`src/rtl/bed_pkg.sv`:
```
// ---------------------------------------------------------------------------
// bed_pkg
// Shared types and constants for the backslash escape decoder.
// ---------------------------------------------------------------------------
package bed_pkg;

  // Configuration register indexes.
  localparam int unsigned CFG_IDX_W = 1;
  localparam logic [CFG_IDX_W-1:0] CFG_ESCAPES_ENABLE = 1'b0;
  localparam logic [CFG_IDX_W-1:0] CFG_APPEND_NEWLINE = 1'b1;

  // Character codes.
  localparam logic [7:0] CH_BACKSLASH = 8'h5C;
  localparam logic [7:0] CH_LF        = 8'h0A;
  localparam logic [7:0] CH_TAB       = 8'h09;
  localparam logic [7:0] CH_CR        = 8'h0D;
  localparam logic [7:0] CH_N         = 8'h6E;
  localparam logic [7:0] CH_T         = 8'h74;
  localparam logic [7:0] CH_R         = 8'h72;
  localparam logic [7:0] CH_X         = 8'h78;
  localparam logic [7:0] CH_ZERO      = 8'h30;

  // Most results one input byte can cause.
  localparam int unsigned MAX_RES = 3;

  // Decode phase, one-hot.
  typedef enum logic [5:0] {
    PH_PLAIN = 6'b000001,
    PH_ESC   = 6'b000010,
    PH_HEX0  = 6'b000100,
    PH_HEX1  = 6'b001000,
    PH_OCT1  = 6'b010000,
    PH_OCT2  = 6'b100000
  } phase_t;

  // Results of one input byte, handed from the decoder to the output queue.
  typedef struct packed {
    logic [MAX_RES-1:0][7:0] bytes;
    logic [1:0]              cnt;
    logic                    empty;
    logic                    last;
  } bundle_t;

  // Hex digit value; bit 4 flags a valid digit.
  function automatic logic [4:0] hex_digit(input logic [7:0] b);
    logic [4:0] r;
    r = 5'd0;
    case (b) inside
      [8'h30:8'h39]: r = {1'b1, 4'(b - 8'h30)};
      [8'h61:8'h66]: r = {1'b1, 4'(b - 8'h57)};
      [8'h41:8'h46]: r = {1'b1, 4'(b - 8'h37)};
      default:       r = 5'd0;
    endcase
    return r;
  endfunction

endpackage

```
`src/rtl/bed_decode.sv`:
```
// ---------------------------------------------------------------------------
// bed_decode
// Escape phase register and the decode of one byte into up to three results.
// ---------------------------------------------------------------------------
module bed_decode (
  input  logic              clk,
  input  logic              rst_n,
  input  logic              escapes_enable,
  input  logic              append_newline,
  input  logic              take,
  input  logic [7:0]        in_byte,
  input  logic              in_last,
  output bed_pkg::bundle_t  bundle
);

  bed_pkg::phase_t phase_r, phase_nxt;
  logic [7:0]      val_r, val_nxt;

  // Candidate results in output order: main, byte after a flush,
  // escape value open at the end, appended newline.
  logic [3:0]       ev;
  logic [3:0][7:0]  eb;
  logic [4:0]       hx;
  logic             is_oct;
  logic [7:0]       hacc;
  logic [7:0]       oacc;
  logic [1:0]       n;

  assign hx     = bed_pkg::hex_digit(in_byte);
  assign is_oct = (in_byte >= 8'h30) && (in_byte <= 8'h37);
  assign hacc   = {val_r[3:0], hx[3:0]};
  assign oacc   = {val_r[4:0], in_byte[2:0]};

  // Next phase and the results of this byte.
  always_comb begin
    phase_nxt = phase_r;
    val_nxt   = val_r;
    ev        = '0;
    eb        = '0;
    if (!escapes_enable) begin
      phase_nxt = bed_pkg::PH_PLAIN;
      val_nxt   = 8'd0;
      ev[0]     = 1'b1;
      eb[0]     = in_byte;
    end else begin
      case (phase_r)
        bed_pkg::PH_ESC: begin
          phase_nxt = bed_pkg::PH_PLAIN;
          if (in_byte == bed_pkg::CH_N) begin
            ev[0] = 1'b1;
            eb[0] = bed_pkg::CH_LF;
          end else if (in_byte == bed_pkg::CH_T) begin
            ev[0] = 1'b1;
            eb[0] = bed_pkg::CH_TAB;
          end else if (in_byte == bed_pkg::CH_R) begin
            ev[0] = 1'b1;
            eb[0] = bed_pkg::CH_CR;
          end else if (in_byte == bed_pkg::CH_X) begin
            phase_nxt = bed_pkg::PH_HEX0;
            val_nxt   = 8'd0;
          end else if (in_byte == bed_pkg::CH_ZERO) begin
            phase_nxt = bed_pkg::PH_OCT1;
            val_nxt   = 8'd0;
          end
        end
        bed_pkg::PH_HEX0, bed_pkg::PH_HEX1: begin
          if (hx[4]) begin
            if (phase_r == bed_pkg::PH_HEX1) begin
              ev[0]     = 1'b1;
              eb[0]     = hacc;
              phase_nxt = bed_pkg::PH_PLAIN;
              val_nxt   = 8'd0;
            end else begin
              phase_nxt = bed_pkg::PH_HEX1;
              val_nxt   = hacc;
            end
          end else begin
            ev[0]   = 1'b1;
            eb[0]   = val_r;
            val_nxt = 8'd0;
            if (in_byte == bed_pkg::CH_BACKSLASH) begin
              phase_nxt = bed_pkg::PH_ESC;
            end else begin
              phase_nxt = bed_pkg::PH_PLAIN;
              ev[1]     = 1'b1;
              eb[1]     = in_byte;
            end
          end
        end
        bed_pkg::PH_OCT1, bed_pkg::PH_OCT2: begin
          if (is_oct) begin
            if (phase_r == bed_pkg::PH_OCT2) begin
              ev[0]     = 1'b1;
              eb[0]     = oacc;
              phase_nxt = bed_pkg::PH_PLAIN;
              val_nxt   = 8'd0;
            end else begin
              phase_nxt = bed_pkg::PH_OCT2;
              val_nxt   = oacc;
            end
          end else begin
            ev[0]   = 1'b1;
            eb[0]   = val_r;
            val_nxt = 8'd0;
            if (in_byte == bed_pkg::CH_BACKSLASH) begin
              phase_nxt = bed_pkg::PH_ESC;
            end else begin
              phase_nxt = bed_pkg::PH_PLAIN;
              ev[1]     = 1'b1;
              eb[1]     = in_byte;
            end
          end
        end
        default: begin
          // Plain text, and any code that means nothing.
          if (in_byte == bed_pkg::CH_BACKSLASH) begin
            phase_nxt = bed_pkg::PH_ESC;
          end else begin
            phase_nxt = bed_pkg::PH_PLAIN;
            ev[0]     = 1'b1;
            eb[0]     = in_byte;
          end
        end
      endcase
    end

    // End of text: flush an open numeric escape, append a newline, reset.
    if (in_last) begin
      if (phase_nxt == bed_pkg::PH_HEX0 || phase_nxt == bed_pkg::PH_HEX1 ||
          phase_nxt == bed_pkg::PH_OCT1 || phase_nxt == bed_pkg::PH_OCT2) begin
        ev[2] = 1'b1;
        eb[2] = val_nxt;
      end
      ev[3]     = append_newline;
      eb[3]     = bed_pkg::CH_LF;
      phase_nxt = bed_pkg::PH_PLAIN;
      val_nxt   = 8'd0;
    end
  end

  // Pack the candidates into consecutive slots.
  always_comb begin
    n            = 2'd0;
    bundle.bytes = '0;
    for (int i = 0; i < 4; i++) begin
      if (ev[i]) begin
        bundle.bytes[n] = eb[i];
        n               = n + 2'd1;
      end
    end
    bundle.empty = in_last && (n == 2'd0);
    bundle.cnt   = bundle.empty ? 2'd1 : n;
    bundle.last  = in_last;
  end

  // Phase and value registers.
  always_ff @(posedge clk) begin
    if (!rst_n) begin
      phase_r <= bed_pkg::PH_PLAIN;
      val_r   <= 8'd0;
    end else if (take) begin
      phase_r <= phase_nxt;
      val_r   <= val_nxt;
    end
  end

endmodule

```
`src/rtl/bed_outq.sv`:
```
// ---------------------------------------------------------------------------
// bed_outq
// Result register for a byte's results, sent out one per cycle on out_ready.
// ---------------------------------------------------------------------------
module bed_outq (
  input  logic              clk,
  input  logic              rst_n,
  input  bed_pkg::bundle_t  bundle,
  input  logic              in_valid,
  output logic              in_ready,
  output logic              out_valid,
  input  logic              out_ready,
  output logic [7:0]        out_byte,
  output logic              out_empty,
  output logic              out_last
);

  logic [bed_pkg::MAX_RES-1:0][7:0] bytes_r;
  logic [1:0]                       cnt_r;
  logic                             empty_r;
  logic                             last_r;
  logic                             out_fire;

  assign out_valid = (cnt_r != 2'd0);
  assign out_fire  = out_valid && out_ready;
  assign in_ready  = (cnt_r == 2'd0) || ((cnt_r == 2'd1) && out_ready);
  assign out_byte  = empty_r ? 8'd0 : bytes_r[0];
  assign out_empty = empty_r;
  assign out_last  = last_r && (cnt_r == 2'd1);

  // Count and flags.
  always_ff @(posedge clk) begin
    if (!rst_n) begin
      cnt_r   <= 2'd0;
      empty_r <= 1'b0;
      last_r  <= 1'b0;
    end else if (in_valid && in_ready) begin
      cnt_r   <= bundle.cnt;
      empty_r <= bundle.empty;
      last_r  <= bundle.last;
    end else if (out_fire) begin
      cnt_r <= cnt_r - 2'd1;
    end
  end

  // Result bytes; the head moves down as each result is taken.
  always_ff @(posedge clk) begin
    if (in_valid && in_ready) begin
      bytes_r <= bundle.bytes;
    end else if (out_fire) begin
      bytes_r <= {8'd0, bytes_r[bed_pkg::MAX_RES-1:1]};
    end
  end

endmodule

```
`src/rtl/backslash_escape_decoder.sv`:
```
// ---------------------------------------------------------------------------
// backslash_escape_decoder
// Decodes backslash escapes in a byte stream and marks the end of the text.
// ---------------------------------------------------------------------------
// Input channel: in_byte with in_last on the final byte of a text, taken
// when in_valid and in_ready are high. Result channel: out_byte, out_empty,
// out_last, taken when out_valid and out_ready are high. A result with
// out_empty high carries only the end mark of a text that produced no byte.
// Configuration channel: cfg_index selects escapes_enable (0) or
// append_newline (1), cfg_data is the bit written; it is always ready and
// should only be written while the block is idle.
// The first result of a byte is offered in the cycle after it is taken.
// Throughput: one byte per cycle while each byte has at most one result and
// the receiver is ready; a byte with more results holds the input until its
// last result leaves; results drain one per cycle while out_ready is high.
// A stalled receiver holds the results steady and stops the input once the
// result register cannot take the next byte's results.
// Reset clears the escape phase and the result register; escapes start
// disabled and the appended newline starts enabled.
// ---------------------------------------------------------------------------
module backslash_escape_decoder (
  input  logic                         clk,
  input  logic                         rst_n,
  input  logic                         in_valid,
  output logic                         in_ready,
  input  logic [7:0]                   in_byte,
  input  logic                         in_last,
  output logic                         out_valid,
  input  logic                         out_ready,
  output logic [7:0]                   out_byte,
  output logic                         out_empty,
  output logic                         out_last,
  input  logic                         cfg_valid,
  output logic                         cfg_ready,
  input  logic [bed_pkg::CFG_IDX_W-1:0] cfg_index,
  input  logic                         cfg_data
);

  logic             escapes_enable_r;
  logic             append_newline_r;
  bed_pkg::bundle_t bundle;
  logic             take;

  assign cfg_ready = 1'b1;
  assign take      = in_valid && in_ready;

  // Configuration registers.
  always_ff @(posedge clk) begin
    if (!rst_n) begin
      escapes_enable_r <= 1'b0;
      append_newline_r <= 1'b1;
    end else if (cfg_valid && cfg_ready) begin
      case (cfg_index)
        bed_pkg::CFG_ESCAPES_ENABLE: escapes_enable_r <= cfg_data;
        bed_pkg::CFG_APPEND_NEWLINE: append_newline_r <= cfg_data;
        default: ;
      endcase
    end
  end

  // Byte decoder with its phase register.
  bed_decode u_decode (
    .clk            (clk),
    .rst_n          (rst_n),
    .escapes_enable (escapes_enable_r),
    .append_newline (append_newline_r),
    .take           (take),
    .in_byte        (in_byte),
    .in_last        (in_last),
    .bundle         (bundle)
  );

  // Result register and output sequencing.
  bed_outq u_outq (
    .clk       (clk),
    .rst_n     (rst_n),
    .bundle    (bundle),
    .in_valid  (in_valid),
    .in_ready  (in_ready),
    .out_valid (out_valid),
    .out_ready (out_ready),
    .out_byte  (out_byte),
    .out_empty (out_empty),
    .out_last  (out_last)
  );

endmodule

```
`config.mk`:
```
export PLATFORM = sky130hd
export DESIGN_NAME = backslash_escape_decoder
export DESIGN_NICKNAME = d
export VERILOG_FILES = /design/src/rtl/bed_pkg.sv /design/src/rtl/bed_decode.sv /design/src/rtl/bed_outq.sv /design/src/rtl/backslash_escape_decoder.sv
export SDC_FILE = /design/constraint.sdc
export NUM_CORES = 1
export LEC_CHECK = 0
export BUFFER_PORTS_ARGS = -buffer_cell sky130_fd_sc_hd__clkbuf_2
export CAP_MARGIN = 20
export CORE_ASPECT_RATIO = 1.75
export CORE_MARGIN = 10
export CORE_UTILIZATION = 35
export CTS_CLUSTER_DIAMETER = 100
export CTS_CLUSTER_SIZE = 16
export DETAILED_ROUTE_END_ITERATION = 12
export PLACE_DENSITY_LB_ADDON = 0.3
export SKIP_LAST_GASP = 1
export SLEW_MARGIN = 40
export SYNTH_ARGS = -nofsm -noshare
export SYNTH_HDL_FRONTEND = slang
export SYNTH_SLANG_ARGS = --single-unit
export TNS_END_PERCENT = 100
```
`constraint.sdc`:
```
create_clock -name clk -period 9.24 [get_ports clk]
set_input_delay 0.462 -clock clk [delete_from_list [all_inputs] [get_ports clk]]
set_output_delay 0.462 -clock clk [all_outputs]
set_load 0.005 [all_outputs]
```
* Yosys cells after proc, flatten, opt, wreduce, memory -nomap -nowiden
Index checks and enable logic that the tools add are counted.
** Word-level totals
- Input bits :: 16
- Word-level logic and storage cells :: 154
- Bits in registers :: 44
- Output and inout port bits :: 13
** Operators by class
- Equality and inequality tests :: 16
- Muxes and demuxes :: 83
- Bitwise gates (word level) :: 1
- Order comparisons :: 13
- Add/subtract/negate cells :: 7
- Reduce and logical (&&, ||, !) cells :: 24
** Operators by type and width (count)
- 8-bit 2-to-1 mux :: 28
- 24-bit 2-to-1 mux :: 5
- 24-bit bitwise mux :: 3
- 6-bit 2-to-1 mux :: 9
- 8-bit demux with 2-bit select :: 3
- 8-bit case mux with 3 select lines :: 2
- 8-bit by 7-bit equality test with 1-bit output, second input constant :: 5
- 5-bit 2-to-1 mux :: 4
- 6-bit case mux with 3 select lines :: 1
- 8-bit by 7-bit >= comparator with 1-bit output, second input constant :: 2
- 8-bit by 6-bit less-or-equal comparator with 1-bit output, second input constant :: 2
- 8-bit by 7-bit less-or-equal comparator with 1-bit output, second input constant :: 2
- 2-bit 2-to-1 mux :: 8
- 8-bit case mux with 2 select lines :: 1
- 1-bit 2-to-1 mux :: 14
- 6-bit by 3-bit equality test with 1-bit output, second input constant :: 2
- 6-bit by 4-bit equality test with 1-bit output, second input constant :: 2
- 6-bit by 5-bit equality test with 1-bit output, second input constant :: 2
- 6-bit equality test, second input constant :: 2
- 1-bit logical AND :: 12
- 12-bit 2-to-1 mux :: 1
- 8-bit by 6-bit equality test with 1-bit output, second input constant :: 1
- 8-bit by 6-bit >= comparator with 1-bit output, second input constant :: 1
- 4-bit 2-to-1 mux :: 2
- 19 further kinds :: 30

* Depth between registers and ports, before layout
- Word-level depth :: 22
- Gate-level depth with buffers :: 19
- Mapped depth without buffers :: 17

* By module
From an unflattened synthesis, not the netlist that was laid out.
** Second synthesis, totals
- Cells, all modules :: 435
- Area, all modules :: 3854.9 um2
** By module, submodules not included
- bed_decode :: cells an instance 333, times used 1, area each 2431.1 um2, seq. area each 280.3 um2
- bed_outq :: cells an instance 90, times used 1, area each 1312.5 um2, seq. area each 800.8 um2
- backslash_escape_decoder :: cells an instance 12, times used 1, area each 111.4 um2, seq. area each 40.0 um2

* Worst setup path after synthesis
Ideal clock, no wire load.
- Path type :: input -> register
- Start point :: in in_byte[0]
- End point :: reg u_outq.cnt_r[0]
- Library setup time :: 0.120 ns
- Data required time :: 9.120 ns
- Buffers on the path :: 3
- Slack :: 5.224 ns
- Arrival :: 3.897 ns
- Stages on the path :: 17
- Path through :: clkbuf_1 -> inv_1 -> ha_1 -> or3b_2 -> nand4_1 -> o211a_1 -> a21o_1 -> and3_1 -> buf_2 -> ha_1 -> buf_2 -> xor2_1 -> ha_1 -> nor2_1 -> a211oi_1 -> mux2_2 -> o31a_1
** Between the ends
- Longest elaborated chain between the ends :: 21
- Elaborated cells on any way between the ends :: 62
- Classes of those cells :: add/sub (3); order compare (7); eq/ne (10); mux (33); reduce/logical (9)
** Ends and longest elaborated chain
- from (decl) :: line backslash_escape_decoder.sv:26 : input logic [7:0] in_byte,
- branches (longest 14 deep; another with 8-bit by 7-bit >= comparator with 1-bit output)
- 2-bit 2-to-1 mux * :: line bed_decode.sv:146 : if (ev[i]) begin
- 2-bit by 1-bit adder with 2-bit output :: line bed_decode.sv:148 : n = n + 2'd1;
- 2-bit 2-to-1 mux * :: line bed_decode.sv:146
- 2-bit logical NOT :: line bed_decode.sv:151 : bundle.empty = in_last && (n == 2'd0);
- 1-bit logical AND :: line bed_decode.sv:151
- 2-bit 2-to-1 mux * :: line bed_decode.sv:152 : bundle.cnt = bundle.empty ? 2'd1 : n;
- 2-bit 2-to-1 mux * :: line bed_outq.sv:37 : end else if (in_valid && in_ready) begin
- to (signal assigned) :: line bed_outq.sv:38 : cnt_r <= bundle.cnt;
- to (signal assigned) :: line bed_outq.sv:42 : cnt_r <= cnt_r - 2'd1;
- to (decl) :: line bed_outq.sv:19 : logic [1:0] cnt_r;
Mark *: on every way between the ends.
A chain may end at the register's enable or synchronous reset.

* Worst setup path in the final report
- Start point :: in in_byte[0]
- End point :: reg u_outq.bytes_r[3] (netlist bit) (data pin)
** Between the ends
- Longest elaborated chain between the ends :: 22
- Elaborated cells on any way between the ends :: 107
- Classes of those cells :: add/sub (5); order compare (13); eq/ne (10); mux (69); reduce/logical (10)
** Ends and longest elaborated chain
- branches (longest 20 deep; another with 8-bit by 7-bit >= comparator with 1-bit output)
- 24-bit 2-to-1 mux * :: line bed_decode.sv:146
- 24-bit 2-to-1 mux * :: line bed_outq.sv:48 : if (in_valid && in_ready) begin
- to (signal assigned) :: line bed_outq.sv:49 : bytes_r <= bundle.bytes;
- to (signal assigned) :: line bed_outq.sv:51 : bytes_r <= {8'd0, bytes_r[bed_pkg::MAX_RES-1:1]};
- to (decl) :: line bed_outq.sv:18 : logic [bed_pkg::MAX_RES-1:0][7:0] bytes_r;
Marks and branches as above.

==> summary.md <==
| Metric | Value |
|---|---|
| Io pins | 29 |
| Hold Crit Class | input port to flip-flop |
| Number of global-route vias before repair | 3294 |
| RSZ-0062 raised after global routing | false |
| Status | finished, final reports clean |
| Wire per inst | 18.8 um |
| CP Capture Type | flip-flop |
| Hold depth | 3 |
| Post-synth top area share | 21.7% |
| Nets | 445 |
| Starting Density | 35.5% |
| HP Start | cfg_data |
| IO Port Bufs | 27 |
| Arr. time, crit path | 4.33 ns |
| DP Wirelength | 7980 um |
| Part of the cycle the worst path needs | 46.4% |
| Global Route Usage Sum | 15.0% |
| First-pass DRT Iterations | 4 |
| Area leader, netlist | edfxtp_1 |
| Diode count | 0 |
| #FFs+latches synth | 44 |
| Yosys cell types | 66 |
| CP peak stage delay | 0.46 ns |
| CTS Sinks | 44 |
| # hold bufs at CTS | 0 |
| Post-synth net total | 432 |
| Slew Limit Fails | 0 |
| Final ANT Viol Nets | 0 |
| Layout cells sized above 1 | 13.4% |
| CORE AREA | 0.00935 mm^2 |
| DIE AREA | 0.0139 mm^2 |
| CTS H-tree depth | 2 |
| CP Launch Point | in_byte[0] |
| Worst path most repeated cell | ha_1 |
| Crit-path cells | clkbuf_2 -> inv_1 -> ha_1 -> or3b_2 -> nand4_1 -> o211a_1 -> a21o_1 -> and3_1 -> ha_1 -> xor2_1 -> inv_1 -> ha_1 -> nand3_1 -> nand2_1 -> a221oi_1 -> a21oi_1 |
| Setup TNS | 0 ns |
| Synthesized instance count | 403 |
| Post-synth ARST share | 0% |
| Max VDD drop | 0.0780 mV |
| Initial antenna violation count | 0 |
| Slowest CP cell | and3_1 |
| CP top delay family | simple AND/OR/NAND/NOR gates |
| Critical path peak fanout | 12 |
| Critical R2R Launch | u_decode.phase_r[0] |
| Max cap viols | 0 |
| Largest net degree at the start of global routing | 38 |
| Post-synthesis cell area | 0.00332 mm^2 |
| TritonCTS buffer count | 5 |
| Post-layout instance area | 0.00368 mm^2 |
| GPL Wtd Cong | 0.971 |
| Rel. slew slack | 42.8% |
| Pleak | 1.31 nW |
| Total wire length after detailed routing | 10100 um |
| Die span in y | 149 um |
| Shortest period the worst path allows | 4.29 ns |
| CP bufs+invs | 3 |
| Clock Latency Late Sink | 0.29 ns |
| Fmax | 0.233 GHz |
| Die W | 93.7 um |
| Grt ovf | 0 |
| Seq/Total Area, Yosys | 33.7% |
| Pwr/cell area | 154 mW/mm^2 |
| Endpoints failing hold | 0 |
| Starting DRT DRC Count | 219 |
| EDFF count, synth | 24 |
| Post-Syn Area per Cell | 8.25 um^2 |
| Critical path class | input port to flip-flop |
| Vias | 3128 |
| Placed cell area | 0.00352 mm^2 |
| Vias/cell | 5.80 |
| Residual DRC | 0 |
| Final setup vio count | 0 |
| Setup Skew | 0.00419 ns |
| Row cnt | 47 |
| Ys flop type | edfxtp_1 |
| Top cells by area, synth | edfxtp_1, dfxtp_1, nand2_1 |
| R2R cell count | 13 |
| Post-CTS sizing | 0 |
| Clock-pin slew on the worst setup and hold paths | 0.06 ns |
| Worst path depth | 16 |
| Worst EP required | 9.28 ns |
| Synthesis-to-finish area growth | 10.9% |
| Startpoint types | input port |
| Ys Warns | 0 |
| Setup Buffers After CTS | 0 |
| CTS tree | done |
| Global-route wire length before repair | 16800 um |
| Clock buffer depth | 2 |
| Slew @ Worst Pin | 0.852 ns |
| Clk root buf | clkbuf_16 |
## layout make-up
class	instances	area, um^2
well taps	122	153
multi-input cells	322	2040
inverters	15	56.3
flip-flops and latches	44	1120
repair buffers	28	143
clock buffers	5	125
fillers	935	5670
clock inverters	3	42.5
## worst reg2reg max path: stages, from the launching register on
cell      delay (ns)
dfxtp_1         0.37
or4_4           0.60
a21oi_4         0.17
and2_2          0.22
a21o_1          0.20
and3_1          0.46
ha_1            0.43
xor2_1          0.30
inv_1           0.10
ha_1            0.20
nand3_1         0.09
nand2_1         0.15
a221oi_1        0.33
a21oi_1         0.11
## synthesized netlist by cell type (all sizes together) (3+ instances only)
cell     n
or3b     3
mux2     3
o21ai   25
nor4     6
nor2b   25
a22oi   18
nand2   56
a21oi   22
or3      3
a21o     4
and2    11
a31oi    6
o221ai   3
a221oi   6
buf      8
nand3   17
o211ai   3
clkbuf  14
mux2i    5
a221o    7
nor2    26
ha      13
nand4    4
a32oi    3
edfxtp  24
inv     15
dfxtp   20
nand2b   5
nor3    10
## flip-flops by register name (all words and copies together), names as in the netlist
signal and cells:
append_newline_r 1, escapes_enable_r 1, u_decode.phase_r 6, u_decode.val_r 8, u_outq.bytes_r 24, u_outq.cnt_r 2
u_outq.last_r 1, u_outq.out_empty 1
## power by group
part           internal, mW  total [mW]  switching [mW]
Sequential            0.241       0.250         0.00879
Clock                 0.127       0.204          0.0770
Combinational        0.0416       0.114          0.0727
Total                 0.410       0.568           0.158
## routing by layer
layer / routed length (um) / part of all wire, % / global-route usage, % / up-vias
met3: 435 / 4.3 / 2.47 / 35
met5: 0 / 0 / 0 / -
met1: 3670 / 36 / 14.8 / 1483
li1: - / - / - / 1522
met2: 5490 / 54 / 27.7 / 88
met4: 547 / 5.4 / 9.92 / 0
## per-stage QoR
step                setup WS, ns  power (mW)  hold WS, ns  std cells  utilization (%)
floorplan                   5.22       0.328        0.439        403                -
global placement            4.84       0.366        0.455        531             37.6
detailed placement          4.75       0.370        0.457        531             37.6
CTS                         5.01       0.573        0.428        539             39.4
global route                4.64       0.597        0.465        539             39.4
finish                      4.95       0.568        0.425        539             39.4
## worst paths after layout
path / to / slack, ns
worst min-delay path: append_newline_r / 0.43
worst min register to register: u_outq.last_r / 0.46
worst max-delay path: u_outq.bytes_r[3] / 4.95
worst max register to register: u_outq.bytes_r[3] / 5.26
## cells in the final DEF (no fill, tap or decap), types with 6 or more instances in the layout
cell type	count
a21oi_1	21
a221o_1	7
a221oi_1	6
a22oi_1	18
a31oi_1	6
and2_1	7
clkbuf_2	27
dfxtp_1	20
edfxtp_1	24
ha_1	13
inv_1	15
nand2_1	55
nand3_1	17
nor2_1	25
nor2b_1	25
nor3_1	10
nor4_1	6
o21ai_0	23
## logic make-up (layout without fill, tap and decap cells)
group	Yosys count	in the layout	synth area share, %
compound gates	118	118	25.1
flops	44	44	33.7
buf+inv	37	51	4.74
simple gates	178	178	27.8
mux	8	8	2.52
xor+xnor	4	4	1.05
other cells	1	1	0.113
fa+ha+maj	13	13	4.89
No activity file was read; power rests on OpenSTA's default activity.
